[src/rtl/bresenham_line_pixel_stepper_assert.svh]
// Assertion macros for the Bresenham line pixel stepper.
`ifndef BRESENHAM_LINE_PIXEL_STEPPER_ASSERT_SVH
`define BRESENHAM_LINE_PIXEL_STEPPER_ASSERT_SVH
`ifndef SYNTHESIS
`define BLS_ASSERT_IMP(lbl, clk, rstn, ante, cons, msg) \
	lbl: assert property (@(posedge clk) disable iff (!rstn) (ante) |-> (cons)) \
		else $error(msg);
`define BLS_ASSERT_NXT(lbl, clk, rstn, ante, cons, msg) \
	lbl: assert property (@(posedge clk) disable iff (!rstn) (ante) |=> (cons)) \
		else $error(msg);
`else
`define BLS_ASSERT_IMP(lbl, clk, rstn, ante, cons, msg)
`define BLS_ASSERT_NXT(lbl, clk, rstn, ante, cons, msg)
`endif
`endif

[src/rtl/bls_pkg.sv]
// Shared types and constants of the Bresenham line pixel stepper.
`timescale 1ns / 1ps
`default_nettype none
package bls_pkg;

	localparam int COLOR_BITS = 16;
	localparam int CLIP_BITS  = 12;
	localparam int PITCH_BITS = 14;
	localparam int OFF_BITS   = 24;
	localparam int CFG_IDX_BITS = 2;

	localparam logic [COLOR_BITS-1:0] START_COLOR = 16'hFFFF;

	localparam logic CMD_START = 1'b0;
	localparam logic CMD_STEP  = 1'b1;

	localparam logic [CFG_IDX_BITS-1:0] REG_CLIP_WIDTH  = 2'd0;
	localparam logic [CFG_IDX_BITS-1:0] REG_CLIP_HEIGHT = 2'd1;
	localparam logic [CFG_IDX_BITS-1:0] REG_ROW_PITCH   = 2'd2;

	localparam logic [CLIP_BITS-1:0]  CLIP_WIDTH_RST  = 12'd320;
	localparam logic [CLIP_BITS-1:0]  CLIP_HEIGHT_RST = 12'd240;
	localparam logic [PITCH_BITS-1:0] ROW_PITCH_RST   = 14'd640;

	// per-cycle control of the step stage
	typedef struct packed {
		logic accept;   // input transaction taken this cycle
		logic advance;  // step stage register loads this cycle
	} step_ctl_t;

endpackage
`default_nettype wire

[src/rtl/bresenham_line_pixel_stepper.sv]
// Top level of the Bresenham line pixel stepper: config registers, pipeline control.
//
//  channel | handshake             | payload
//  --------+-----------------------+------------------------------------------------
//  in      | in_valid / in_stall   | cmd, x_start, y_start, x_end, y_end, pixel_color
//  out     | out_valid / out_stall | pix_x, pix_y, pix_color, byte_offset, visible, last
//  cfg     | cfg_valid / cfg_ready | cfg_index, cfg_data
//
// One transaction per clock unless in_stall; results pass stage 1, then stage 2.
// Stage 1 is the step unit (one add/compare update of the error term and position),
// stage 2 is the clip test and the y*pitch multiply for the byte offset.
// in_stall rises only when both stages hold results and out is stalled.
// Reset clears the line state (idle) and loads 320 x 240, pitch 640.
// cfg_ready is always high; writes are expected only while the pipe is empty.
`timescale 1ns / 1ps
`default_nettype none
`include "bresenham_line_pixel_stepper_assert.svh"
module bresenham_line_pixel_stepper import bls_pkg::*; #(
	parameter int COORD_BITS = 12
) (
	input  wire logic                    clk,
	input  wire logic                    arst_n,
	// input items
	input  wire logic                    in_valid,
	output logic                         in_stall,
	input  wire logic                    cmd,
	input  wire logic [COORD_BITS-1:0]   x_start,
	input  wire logic [COORD_BITS-1:0]   y_start,
	input  wire logic [COORD_BITS-1:0]   x_end,
	input  wire logic [COORD_BITS-1:0]   y_end,
	input  wire logic [COLOR_BITS-1:0]   pixel_color,
	// pixels
	output logic                         out_valid,
	input  wire logic                    out_stall,
	output logic [COORD_BITS-1:0]        pix_x,
	output logic [COORD_BITS-1:0]        pix_y,
	output logic [COLOR_BITS-1:0]        pix_color,
	output logic [OFF_BITS-1:0]          byte_offset,
	output logic                         visible,
	output logic                         last,
	// register writes
	input  wire logic                    cfg_valid,
	output logic                         cfg_ready,
	input  wire logic [CFG_IDX_BITS-1:0] cfg_index,
	input  wire logic [PITCH_BITS-1:0]   cfg_data
);

	logic [CLIP_BITS-1:0]  clip_width_q, clip_height_q;
	logic [PITCH_BITS-1:0] row_pitch_q;

	step_ctl_t                ctl;
	logic                     busy, valid_s1, last_s1;
	logic [COORD_BITS:0]      x_s1, y_s1;
	logic [COLOR_BITS-1:0]    color_s1;
	logic                     adv1, adv2;

	// Register writes; an index past the list is dropped.
	assign cfg_ready = 1'b1;

	always_ff @(posedge clk or negedge arst_n) begin
		if (!arst_n) begin
			clip_width_q  <= CLIP_WIDTH_RST;
			clip_height_q <= CLIP_HEIGHT_RST;
			row_pitch_q   <= ROW_PITCH_RST;
		end else if (cfg_valid && cfg_ready) begin
			unique case (cfg_index)
				REG_CLIP_WIDTH:  clip_width_q  <= cfg_data[CLIP_BITS-1:0];
				REG_CLIP_HEIGHT: clip_height_q <= cfg_data[CLIP_BITS-1:0];
				REG_ROW_PITCH:   row_pitch_q   <= cfg_data;
				default: ;
			endcase
		end
	end

	// Pipeline flow: the result register loads when empty or drained,
	// stage 1 loads when empty or moving into stage 2.
	assign adv2        = !out_valid || !out_stall;
	assign adv1        = !valid_s1 || adv2;
	assign in_stall    = !adv1;
	assign ctl.accept  = in_valid && adv1;
	assign ctl.advance = adv1;

	bls_step #(
		.COORD_BITS(COORD_BITS)
	) u_step (
		.clk        (clk),
		.arst_n     (arst_n),
		.ctl        (ctl),
		.cmd        (cmd),
		.x_start    (x_start),
		.y_start    (y_start),
		.x_end      (x_end),
		.y_end      (y_end),
		.pixel_color(pixel_color),
		.busy       (busy),
		.valid_s1   (valid_s1),
		.x_s1       (x_s1),
		.y_s1       (y_s1),
		.color_s1   (color_s1),
		.last_s1    (last_s1)
	);

	bls_pix #(
		.COORD_BITS(COORD_BITS)
	) u_pix (
		.clk            (clk),
		.arst_n         (arst_n),
		.load           (adv2),
		.valid_s1       (valid_s1),
		.x_s1           (x_s1),
		.y_s1           (y_s1),
		.color_s1       (color_s1),
		.last_s1        (last_s1),
		.clip_width     (clip_width_q),
		.clip_height    (clip_height_q),
		.row_pitch_bytes(row_pitch_q),
		.out_valid      (out_valid),
		.pix_x          (pix_x),
		.pix_y          (pix_y),
		.pix_color      (pix_color),
		.byte_offset    (byte_offset),
		.visible        (visible),
		.last           (last)
	);

	// input back-pressure only when both stages are full and out is blocked
	`BLS_ASSERT_IMP(a_stall_only_full, clk, arst_n, in_stall, valid_s1 && out_valid && out_stall, "in_stall with room in the pipe")
	// every start command produces a pixel
	`BLS_ASSERT_NXT(a_start_emits, clk, arst_n, in_valid && !in_stall && (cmd == CMD_START), valid_s1, "start produced no pixel")
	// a step while idle produces nothing
	`BLS_ASSERT_NXT(a_idle_step_silent, clk, arst_n, in_valid && !in_stall && (cmd == CMD_STEP) && !busy, !valid_s1, "idle step produced a pixel")
	// a pixel in stage 1 moves on whenever the result register is free
	`BLS_ASSERT_NXT(a_s1_drains, clk, arst_n, valid_s1 && !(out_valid && out_stall), out_valid, "stage 1 pixel lost")

endmodule
`default_nettype wire

[src/rtl/bls_step.sv]
// Line state and step logic; registers the next pixel position (stage 1).
`timescale 1ns / 1ps
`default_nettype none
module bls_step import bls_pkg::*; #(
	parameter int COORD_BITS = 12
) (
	input  wire logic                  clk,
	input  wire logic                  arst_n,
	input  wire step_ctl_t             ctl,
	input  wire logic                  cmd,
	input  wire logic [COORD_BITS-1:0] x_start,
	input  wire logic [COORD_BITS-1:0] y_start,
	input  wire logic [COORD_BITS-1:0] x_end,
	input  wire logic [COORD_BITS-1:0] y_end,
	input  wire logic [COLOR_BITS-1:0] pixel_color,
	output logic                       busy,
	output logic                       valid_s1,
	output logic [COORD_BITS:0]        x_s1,
	output logic [COORD_BITS:0]        y_s1,
	output logic [COLOR_BITS-1:0]      color_s1,
	output logic                       last_s1
);

	localparam int XW = COORD_BITS + 1;  // position, one spare bit
	localparam int DW = COORD_BITS;      // absolute delta
	localparam int TW = COORD_BITS + 1;  // twice the delta
	localparam int EW = COORD_BITS + 3;  // error term, signed

	logic signed [XW-1:0] x1, y1, x2, y2;
	logic signed [XW-1:0] dx_raw, dy_raw;
	logic [DW-1:0]        dx, dy;
	logic                 sxn_n, syn_n, xm_n, last_init;
	logic [TW-1:0]        tdx_n, tdy_n;
	logic signed [EW-1:0] err_init;

	logic signed [XW-1:0] cur_x_q, cur_y_q, end_x_q, end_y_q;
	logic signed [EW-1:0] err_q;
	logic [TW-1:0]        tdx_q, tdy_q;
	logic                 sxn_q, syn_q, xm_q, busy_q;
	logic [COLOR_BITS-1:0] line_color_q;

	logic signed [EW-1:0] tdx_e, tdy_e, err_nx;
	logic signed [XW-1:0] xinc, yinc, x_nx, y_nx;
	logic                 err_pos, err_zero, mv, last_nx, is_start;

	assign is_start = (cmd == CMD_START);

	// start setup
	assign x1 = {x_start[COORD_BITS-1], x_start};
	assign y1 = {y_start[COORD_BITS-1], y_start};
	assign x2 = {x_end[COORD_BITS-1], x_end};
	assign y2 = {y_end[COORD_BITS-1], y_end};

	assign sxn_n  = !(x2 > x1);
	assign syn_n  = !(y2 > y1);
	assign dx_raw = sxn_n ? (x1 - x2) : (x2 - x1);
	assign dy_raw = syn_n ? (y1 - y2) : (y2 - y1);
	assign dx     = dx_raw[DW-1:0];
	assign dy     = dy_raw[DW-1:0];
	assign tdx_n  = {dx, 1'b0};
	assign tdy_n  = {dy, 1'b0};
	assign xm_n   = (dx >= dy);

	assign err_init = xm_n
		? ($signed({{(EW-TW){1'b0}}, tdy_n}) - $signed({{(EW-DW){1'b0}}, dx}))
		: ($signed({{(EW-TW){1'b0}}, tdx_n}) - $signed({{(EW-DW){1'b0}}, dy}));
	assign last_init = xm_n ? (x1 == x2) : (y1 == y2);

	// one step along the major axis
	assign tdx_e    = $signed({{(EW-TW){1'b0}}, tdx_q});
	assign tdy_e    = $signed({{(EW-TW){1'b0}}, tdy_q});
	assign err_zero = (err_q == '0);
	assign err_pos  = !err_q[EW-1] && !err_zero;
	// ties move the minor axis only when the major axis steps up
	assign mv = err_pos || (err_zero && !(xm_q ? sxn_q : syn_q));

	assign xinc = sxn_q ? {XW{1'b1}} : XW'(1);
	assign yinc = syn_q ? {XW{1'b1}} : XW'(1);
	assign x_nx = (xm_q || mv) ? (cur_x_q + xinc) : cur_x_q;
	assign y_nx = (!xm_q || mv) ? (cur_y_q + yinc) : cur_y_q;
	assign err_nx = xm_q ? (err_q - (mv ? tdx_e : '0) + tdy_e)
	                     : (err_q - (mv ? tdy_e : '0) + tdx_e);
	assign last_nx = xm_q ? (x_nx == end_x_q) : (y_nx == end_y_q);

	always_ff @(posedge clk or negedge arst_n) begin
		if (!arst_n) begin
			cur_x_q      <= '0;
			cur_y_q      <= '0;
			end_x_q      <= '0;
			end_y_q      <= '0;
			err_q        <= '0;
			tdx_q        <= '0;
			tdy_q        <= '0;
			sxn_q        <= 1'b0;
			syn_q        <= 1'b0;
			xm_q         <= 1'b0;
			busy_q       <= 1'b0;
			line_color_q <= '0;
			valid_s1     <= 1'b0;
		end else begin
			if (ctl.accept) begin
				if (is_start) begin
					cur_x_q      <= x1;
					cur_y_q      <= y1;
					end_x_q      <= x2;
					end_y_q      <= y2;
					err_q        <= err_init;
					tdx_q        <= tdx_n;
					tdy_q        <= tdy_n;
					sxn_q        <= sxn_n;
					syn_q        <= syn_n;
					xm_q         <= xm_n;
					busy_q       <= !last_init;
					line_color_q <= pixel_color;
				end else if (busy_q) begin
					cur_x_q <= x_nx;
					cur_y_q <= y_nx;
					err_q   <= err_nx;
					busy_q  <= !last_nx;
				end
			end
			if (ctl.advance) begin
				valid_s1 <= ctl.accept && (is_start || busy_q);
			end
		end
	end

	always_ff @(posedge clk) begin
		if (ctl.advance) begin
			x_s1     <= is_start ? x1 : x_nx;
			y_s1     <= is_start ? y1 : y_nx;
			color_s1 <= is_start ? START_COLOR : line_color_q;
			last_s1  <= is_start ? last_init : last_nx;
		end
	end

	assign busy = busy_q;

endmodule
`default_nettype wire

[src/rtl/bls_pix.sv]
// Clip test and framebuffer byte offset; result register (stage 2).
`timescale 1ns / 1ps
`default_nettype none
module bls_pix import bls_pkg::*; #(
	parameter int COORD_BITS = 12
) (
	input  wire logic                  clk,
	input  wire logic                  arst_n,
	input  wire logic                  load,
	input  wire logic                  valid_s1,
	input  wire logic [COORD_BITS:0]   x_s1,
	input  wire logic [COORD_BITS:0]   y_s1,
	input  wire logic [COLOR_BITS-1:0] color_s1,
	input  wire logic                  last_s1,
	input  wire logic [CLIP_BITS-1:0]  clip_width,
	input  wire logic [CLIP_BITS-1:0]  clip_height,
	input  wire logic [PITCH_BITS-1:0] row_pitch_bytes,
	output logic                       out_valid,
	output logic [COORD_BITS-1:0]      pix_x,
	output logic [COORD_BITS-1:0]      pix_y,
	output logic [COLOR_BITS-1:0]      pix_color,
	output logic [OFF_BITS-1:0]        byte_offset,
	output logic                       visible,
	output logic                       last
);

	localparam int XW    = COORD_BITS + 1;
	localparam int CMP_W = XW + CLIP_BITS;

	logic              vis;
	logic [OFF_BITS-1:0] y_z, p_z, x2_z, off;

	assign vis = !x_s1[XW-1] && !y_s1[XW-1]
		&& ({{(CMP_W-XW){1'b0}}, x_s1} < {{(CMP_W-CLIP_BITS){1'b0}}, clip_width})
		&& ({{(CMP_W-XW){1'b0}}, y_s1} < {{(CMP_W-CLIP_BITS){1'b0}}, clip_height});

	// y*pitch + 2x, modulo 2^24; operands are non-negative whenever visible
	assign y_z  = {{(OFF_BITS-XW){1'b0}}, y_s1};
	assign p_z  = {{(OFF_BITS-PITCH_BITS){1'b0}}, row_pitch_bytes};
	assign x2_z = {{(OFF_BITS-XW-1){1'b0}}, x_s1, 1'b0};
	assign off  = vis ? (y_z * p_z + x2_z) : '0;

	always_ff @(posedge clk or negedge arst_n) begin
		if (!arst_n) begin
			out_valid <= 1'b0;
		end else if (load) begin
			out_valid <= valid_s1;
		end
	end

	always_ff @(posedge clk) begin
		if (load) begin
			pix_x       <= x_s1[COORD_BITS-1:0];
			pix_y       <= y_s1[COORD_BITS-1:0];
			pix_color   <= color_s1;
			byte_offset <= off;
			visible     <= vis;
			last        <= last_s1;
		end
	end

endmodule
`default_nettype wire
[config.mk]
export PLATFORM = sky130hd
export DESIGN_NAME = bresenham_line_pixel_stepper
export DESIGN_NICKNAME = d
export VERILOG_FILES = /design/src/rtl/bls_pkg.sv /design/src/rtl/bresenham_line_pixel_stepper.sv /design/src/rtl/bls_step.sv /design/src/rtl/bls_pix.sv
export VERILOG_INCLUDE_DIRS = /design/src /design/src/rtl
export SDC_FILE = /design/constraint.sdc
export NUM_CORES = 1
export LEC_CHECK = 0
export BUFFER_PORTS_ARGS = -buffer_cell sky130_fd_sc_hd__buf_2
export CAP_MARGIN = 20
export CORE_AREA = 2 2 262 264
export CTS_CLUSTER_DIAMETER = 150
export DETAILED_ROUTE_END_ITERATION = 10
export DIE_AREA = 0 0 264 266
export MAX_ROUTING_LAYER = met4
export PLACE_DENSITY_LB_ADDON = 0.05
export REMOVE_ABC_BUFFERS = 1
export SLEW_MARGIN = 20
export SYNTH_ARGS = -nofsm -noshare
export SYNTH_HDL_FRONTEND = slang
export SYNTH_SLANG_ARGS = --single-unit
[constraint.sdc]
create_clock -name clk -period 9.1 [get_ports clk]
set_input_delay 0.455 -clock clk [delete_from_list [all_inputs] [get_ports clk]]
set_output_delay 0.455 -clock clk [all_outputs]
set_load 0.03 [all_outputs]
Word level (Yosys, flattened, before mapping)
Index checks and enable logic that the tools add are counted.

Flip-flop bits (word level): 258. Input bits: 86. Output and inout bits: 69. Logic and storage cells: 112.

$add $sub $neg: 13. $mul: 1. Order comparisons: 5. Equality and inequality tests: 7. Multiplexer cells: 24. Bitwise operators: 1. Reductions and logical operators: 34.

Operators with widths (count): 13-bit two-way mux (12); 15-bit two-way mux (4); 12-bit subtractor (4); 15-bit by 13-bit adder with 15-bit output (2); 15-bit subtractor (2); 13-bit by 12-bit subtractor with 14-bit output (2); 13-bit adder (2); 13-bit by 12-bit equality test with 1-bit output (2); 13-bit by 12-bit < comparator with 1-bit output (2); 24-bit by 14-bit adder with 24-bit output (1); 12-bit equality test (2); 12-bit > comparator (2); 13-bit by 14-bit multiplier with 24-bit output (1); 12-bit two-way mux (2); 15-bit logical NOT (1); 1-bit logical NOT (14); 12-bit greater-or-equal comparator (1); 2-bit AND reduction (5); 1-bit logical AND (7); 1-bit logical OR (6); 1-bit two-way mux (6); 2-bit by 1-bit equality test with 1-bit output, second input constant (1); 2-bit equality test, second input constant (1); 2-bit logical NOT (1); other kinds (2) (2).

Depth between registers and ports, before layout
Word-level depth: 11. Depth in mapped cells: 27. Depth with buffers taken out: 24.

Hierarchy
Synthesis repeated with hierarchy kept, for this count alone.

Cells, all modules: 2506. Area, all modules: 23361.2 um^2.

Modules (own cells, without submodules): bls_step (instances 1, cells an instance 1567, area an instance 13145.1 um^2, seq. area each 4043.9 um^2); bls_pix (instances 1, cells an instance 851, area an instance 8737.1 um^2, seq. area each 2006.9 um^2); bresenham_line_pixel_stepper (instances 1, cells an instance 88, area an instance 1478.9 um^2, seq. area each 960.9 um^2).

Worst setup path after synthesis
No wires, ideal clock.

Kind: reg2reg. From: reg row_pitch_q[6]. To: reg u_pix.byte_offset[23] (data pin). Library setup time: 261 ps. Data arrival time: 5977 ps. Required time: 8839 ps. Setup slack: 2862 ps. Cell stages (with the launch flop): 24. Buffers on the path: 1. Period minus slack after synthesis: 6238 ps. Cell sequence: dfrtp_1 clkbuf_1 nand2_1 fa_1 fa_1 inv_1 fa_1 inv_1 fa_1 inv_1 fa_1 inv_1 fa_1 inv_1 ha_1 a2111oi_0 o21ai_0 a31oi_1 a211oi_1 o31a_1 a211o_1 a21oi_1 xnor2_1 nor2_1.

Cells in the longest elaborated chain, start to end: 2.

RTL lines: start: declaration (RTL line bresenham_line_pixel_stepper.sv:49) `logic [PITCH_BITS-1:0] row_pitch_q;`; start signal: assignment (RTL line bresenham_line_pixel_stepper.sv:69) `REG_ROW_PITCH: row_pitch_q <= cfg_data;`; 13-bit by 14-bit multiplier with 24-bit output (RTL line bls_pix.sv:41) `assign off = vis ? (y_z * p_z + x2_z) : '0;`; 24-bit by 14-bit adder with 24-bit output (RTL line bls_pix.sv:41); end signal: assignment (RTL line bls_pix.sv:56) `byte_offset <= off;`; end: declaration (RTL line bls_pix.sv:22) `output logic [OFF_BITS-1:0] byte_offset,`.

No other way between the ends. A chain may end at the register's enable or synchronous reset.

Final worst setup path
From: reg u_step.y_s1[2]. To: reg u_pix.byte_offset[23] (data pin).

Cells in the longest elaborated chain, start to end: 2. Elaborated cells between the ends (all ways): 4. Those cells by class: add/sub: 1; mul: 1; order compare: 1; reduce/logical: 1.

RTL lines: start: declaration (RTL line bls_step.sv:19) `output logic [COORD_BITS:0] y_s1,`; start signal: assignment (RTL line bls_step.sv:131) `y_s1 <= is_start ? y1 : y_nx;`; 13-bit by 14-bit multiplier with 24-bit output / 13-bit by 12-bit < comparator with 1-bit output (equally long branches) (RTL line bls_pix.sv:41, bls_pix.sv:35); 24-bit by 14-bit adder with 24-bit output / 1-bit logical AND (equally long branches) (RTL line bls_pix.sv:41, bls_pix.sv:35).

Several ways; a longest one is shown, not always the timed one.

==> results.sh <==
export IMPL_dieWidth_um=264
export IMPL_fmaxAchievable_mhz=143
export IMPL_place_detailed_hpwl_mm=51.8
export IMPL_clock_root_buffer="sky130_fd_sc_hd__clkbuf_16"
export IMPL_n_fill_cell=6978
export IMPL_timing_final_setup_violations=0
export IMPL_floorplan_initialDensity_pct=34.6
export IMPL_fin_worst_skew_ns=0.0234
export IMPL_gp_congestion=0.852
export IMPL_globalRouteTotalUtil_pct=19.8
export IMPL_layout_area_overhead_vs_synth_pct=12.3
export IMPL_post_synth_num_cell_types=81
export IMPL_tritoncts_num_buffers=35
export IMPL_syn_avg_cell_area_um2=9.32
export IMPL_post_synth_instance_area_um2=23400
export IMPL_ys_seq_elements=258
export IMPL_path_class="reg2reg"
export IMPL_routed_wl_mm=66.2
export IMPL_path_max_fanout=16
export IMPL_clock_tree_buffer_depth=3
export IMPL_via_total_after_detailed_routing=17300
export IMPL_number_of_clock_sinks_seen_by_cts=258
export IMPL_timing_final_crit_period_ns=6.99
export IMPL_grt_setup_unrepaired="false"
export IMPL_synthArstFlopShare_pct=57.8
export IMPL_firstDrtPassIters=5
export IMPL_post_place_ws_ns=2.06
export IMPL_yosysWarningCount=0
export IMPL_first_global_vias=18400
export IMPL_startpoint_kind_of_the_worst_setup_timing_path="register"
export IMPL_timing_slew_headroom_pct=29.7
export IMPL_worst_hold_path_type="in2reg"
export IMPL_postSynth_topFlopCell="sky130_fd_sc_hd__dfrtp_1"
export IMPL_grt_max_degree=97
export IMPL_detail_routed_via_count_per_cell=4.89
export IMPL_row_count=96
export IMPL_die_height_um=266
export IMPL_final_core_density_pct=38.8
export IMPL_finalHoldViolations=0
export IMPL_seq_area_frac_synth_pct=30.0
export IMPL_grt_overflow=0
export IMPL_design_die_area_um2=70200
export IMPL_run_status="finished, final reports clean"
export IMPL_finalSetupTns_ns=0
export IMPL_fin_crit_sh_pct=76.8
export IMPL_final_max_slew_violation_count=0
export IMPL_crit_arrival_ns=7.24
export IMPL_initial_antenna_violation_count=1
export IMPL_cts_reportedPaths_clkPinSlew_ns=0.07
export IMPL_timing_max_cap_violations=0
export IMPL_tritoncts="yes"
export IMPL_first_pass_grt_wire_length_mm=105
export IMPL_num_io_pins=155
export IMPL_drt_first_iter_violations=867
export IMPL_max_slew_worst_pin_slew_ns=1.05
export IMPL_route_detailed_wl_per_inst_um=18.7
export IMPL_finish_net_count=3114
export IMPL_post_route_drc_count=0
export IMPL_drt_antenna_violating_nets=0
export IMPL_post_synth_inst_count=2513
export IMPL_dpl_cell_count=3476
export IMPL_clock_latency_ns=0.55
export IMPL_timing_critical_path_required_ns=9.35
export IMPL_place_port_buffers=153
export IMPL_crit_path_end_kind="register"
export IMPL_synth_enable_flop_cells=109
export IMPL_drive_gt1_share_pct=12.4
export IMPL_finish_cell_count_without_fillers=3544
export IMPL_layout_setup_ws_ns=2.11
export IMPL_ctsHtreeMaxLevel=2
export IMPL_design_core_area_um2=67700
==> cell usage after synthesis (70+ instances only) <==
cell	count	area share, %
sky130_fd_sc_hd__a21oi_1	117	2.5
sky130_fd_sc_hd__and2_1	113	3.0
sky130_fd_sc_hd__clkbuf_1	77	1.2
sky130_fd_sc_hd__dfrtp_1	141	15
sky130_fd_sc_hd__edfxtp_1	109	14
sky130_fd_sc_hd__fa_1	174	15
sky130_fd_sc_hd__ha_1	220	12
sky130_fd_sc_hd__inv_1	395	6.3
sky130_fd_sc_hd__mux2_2	70	3.4
sky130_fd_sc_hd__nand2_1	304	4.9
sky130_fd_sc_hd__nor2_1	113	1.8
sky130_fd_sc_hd__o21ai_0	143	3.1
sky130_fd_sc_hd__xnor2_1	71	2.7
==> state kept, by name (all words and copies together) (netlist names), 13 cells and up <==
name and count:
u_step.x_s1 13, u_step.line_color_q 16, u_step.cur_y_q 13, u_step.color_s1 16, row_pitch_q 14, u_step.y_s1 13
u_pix.pix_color 16, u_pix.byte_offset 24, u_step.cur_x_q 13, u_step.err_q 15
==> final timing paths <==
path / startpoint / to / slack [ns] / cells after the start
worst max-delay path: u_step.y_s1[2] / u_pix.byte_offset[23] / 2.11 / 23
worst min-delay path: pixel_color[11] / u_step.line_color_q[11] / 0.10 / 3
worst max register to register: u_step.y_s1[2] / u_pix.byte_offset[23] / 2.11 / 23
worst min register to register: u_step.color_s1[7] / u_pix.pix_color[7] / 0.41 / 0
max in group asynchronous: arst_n / clip_height_q[4] / 7.33 / 4
min in group asynchronous: arst_n / u_step.err_q[1] / 0.51 / 2
==> cell usage in the layout (no fill, tap or decap), drive strengths merged, types with 5 or more instances in the layout <==
cell type / count
inv: 397
nand2: 306
ha: 220
fa: 174
buf: 171
o21ai: 145
dfrtp: 141
a21oi: 117
and2: 113
nor2: 113
edfxtp: 109
xnor2: 72
mux2: 70
a21o: 47
xor2: 47
clkbuf: 44
nand2b: 30
nor3: 27
mux2i: 27
nand3: 24
o211ai: 22
nor2b: 22
o21bai: 15
a31oi: 15
o21a: 14
clkinv: 14
a211oi: 13
o31ai: 11
and3: 11
or2: 10
or3: 8
nor4: 8
dfstp: 8
or4: 7
nand4: 6
nand3b: 6
a21boi: 5
nor3b: 5
==> area by class of cell <==
cell class / count / area (µm²) / share of cell area [%]
Sequential cell: 258 / 7010 / 26.7
Clock buffer: 44 / 961 / 3.66
Clock inverter: 20 / 169 / 0.643
Tap cell: 882 / 1100 / 4.20
Antenna cell: 1 / 2.50 / 0.00952
Multi-Input combinational cell: 1771 / 14600 / 55.6
Timing Repair Buffer: 172 / 941 / 3.58
Inverter: 396 / 1490 / 5.66
==> per-layer routing <==
layer / track usage [%] / vias to the layer above / share of wire (%)
met5: - / - / 0
met4: 4.91 / 0 / 2.2
met3: 1.99 / 69 / 2.6
met2: 34.2 / 251 / 50
met1: 24.9 / 8470 / 46
li1: - / 8527 / -
==> metrics by stage <==
stage | hold WS, ns | instance area, µm²
after floorplan | 0.159 | 23100
after global placement | 0.403 | 25100
final | 0.102 | 26300
after detailed placement | 0.405 | 25100
after CTS | 0.0648 | 26200
after global routing | 0.0936 | 26300
==> logic make-up (layout without fill, tap and decap cells) <==
kind of cell,Yosys count,count (layout),share of synthesized area (%)
AO/OA/AOI/OAI,456,456,12.1
XOR/XNOR,121,121,4.68
adder cells (fa/ha/maj),394,394,26.6
buffers and inverters,484,632,7.81
flip-flops,258,258,30.0
multiplexers,97,97,4.52
other,1,2,0.0160
AND/OR/NAND/NOR,702,702,14.3
==> critical path: stages (launching register included) <==
cell	delay, ns
sky130_fd_sc_hd__edfxtp_1	0.60
sky130_fd_sc_hd__and2_1	0.28
sky130_fd_sc_hd__fa_1	0.50
sky130_fd_sc_hd__inv_1	0.05
sky130_fd_sc_hd__fa_1	0.48
sky130_fd_sc_hd__inv_1	0.07
sky130_fd_sc_hd__fa_1	0.51
sky130_fd_sc_hd__inv_1	0.06
sky130_fd_sc_hd__fa_1	0.53
sky130_fd_sc_hd__inv_1	0.05
sky130_fd_sc_hd__fa_1	0.47
sky130_fd_sc_hd__inv_1	0.05
sky130_fd_sc_hd__fa_1	0.47
sky130_fd_sc_hd__inv_1	0.04
sky130_fd_sc_hd__ha_1	0.32
sky130_fd_sc_hd__a2111oi_0	0.37
sky130_fd_sc_hd__o21ai_0	0.24
sky130_fd_sc_hd__a31oi_1	0.38
sky130_fd_sc_hd__a211oi_1	0.21
sky130_fd_sc_hd__o31a_1	0.38
sky130_fd_sc_hd__a211o_1	0.27
sky130_fd_sc_hd__a21oi_1	0.18
sky130_fd_sc_hd__xnor2_1	0.13
sky130_fd_sc_hd__nor2_1	0.05
==> timing repair <==
action / 4_1_cts / 5_1_grt
hold endpoints to repair: 4 / 0
hold buffers: 1 / 0
gates resized for setup: 0 / 0
buffers inserted: 0 / 0
Power is not shown: default switching activity piles up to over one toggle a cycle in this logic, so the estimate is an artifact.
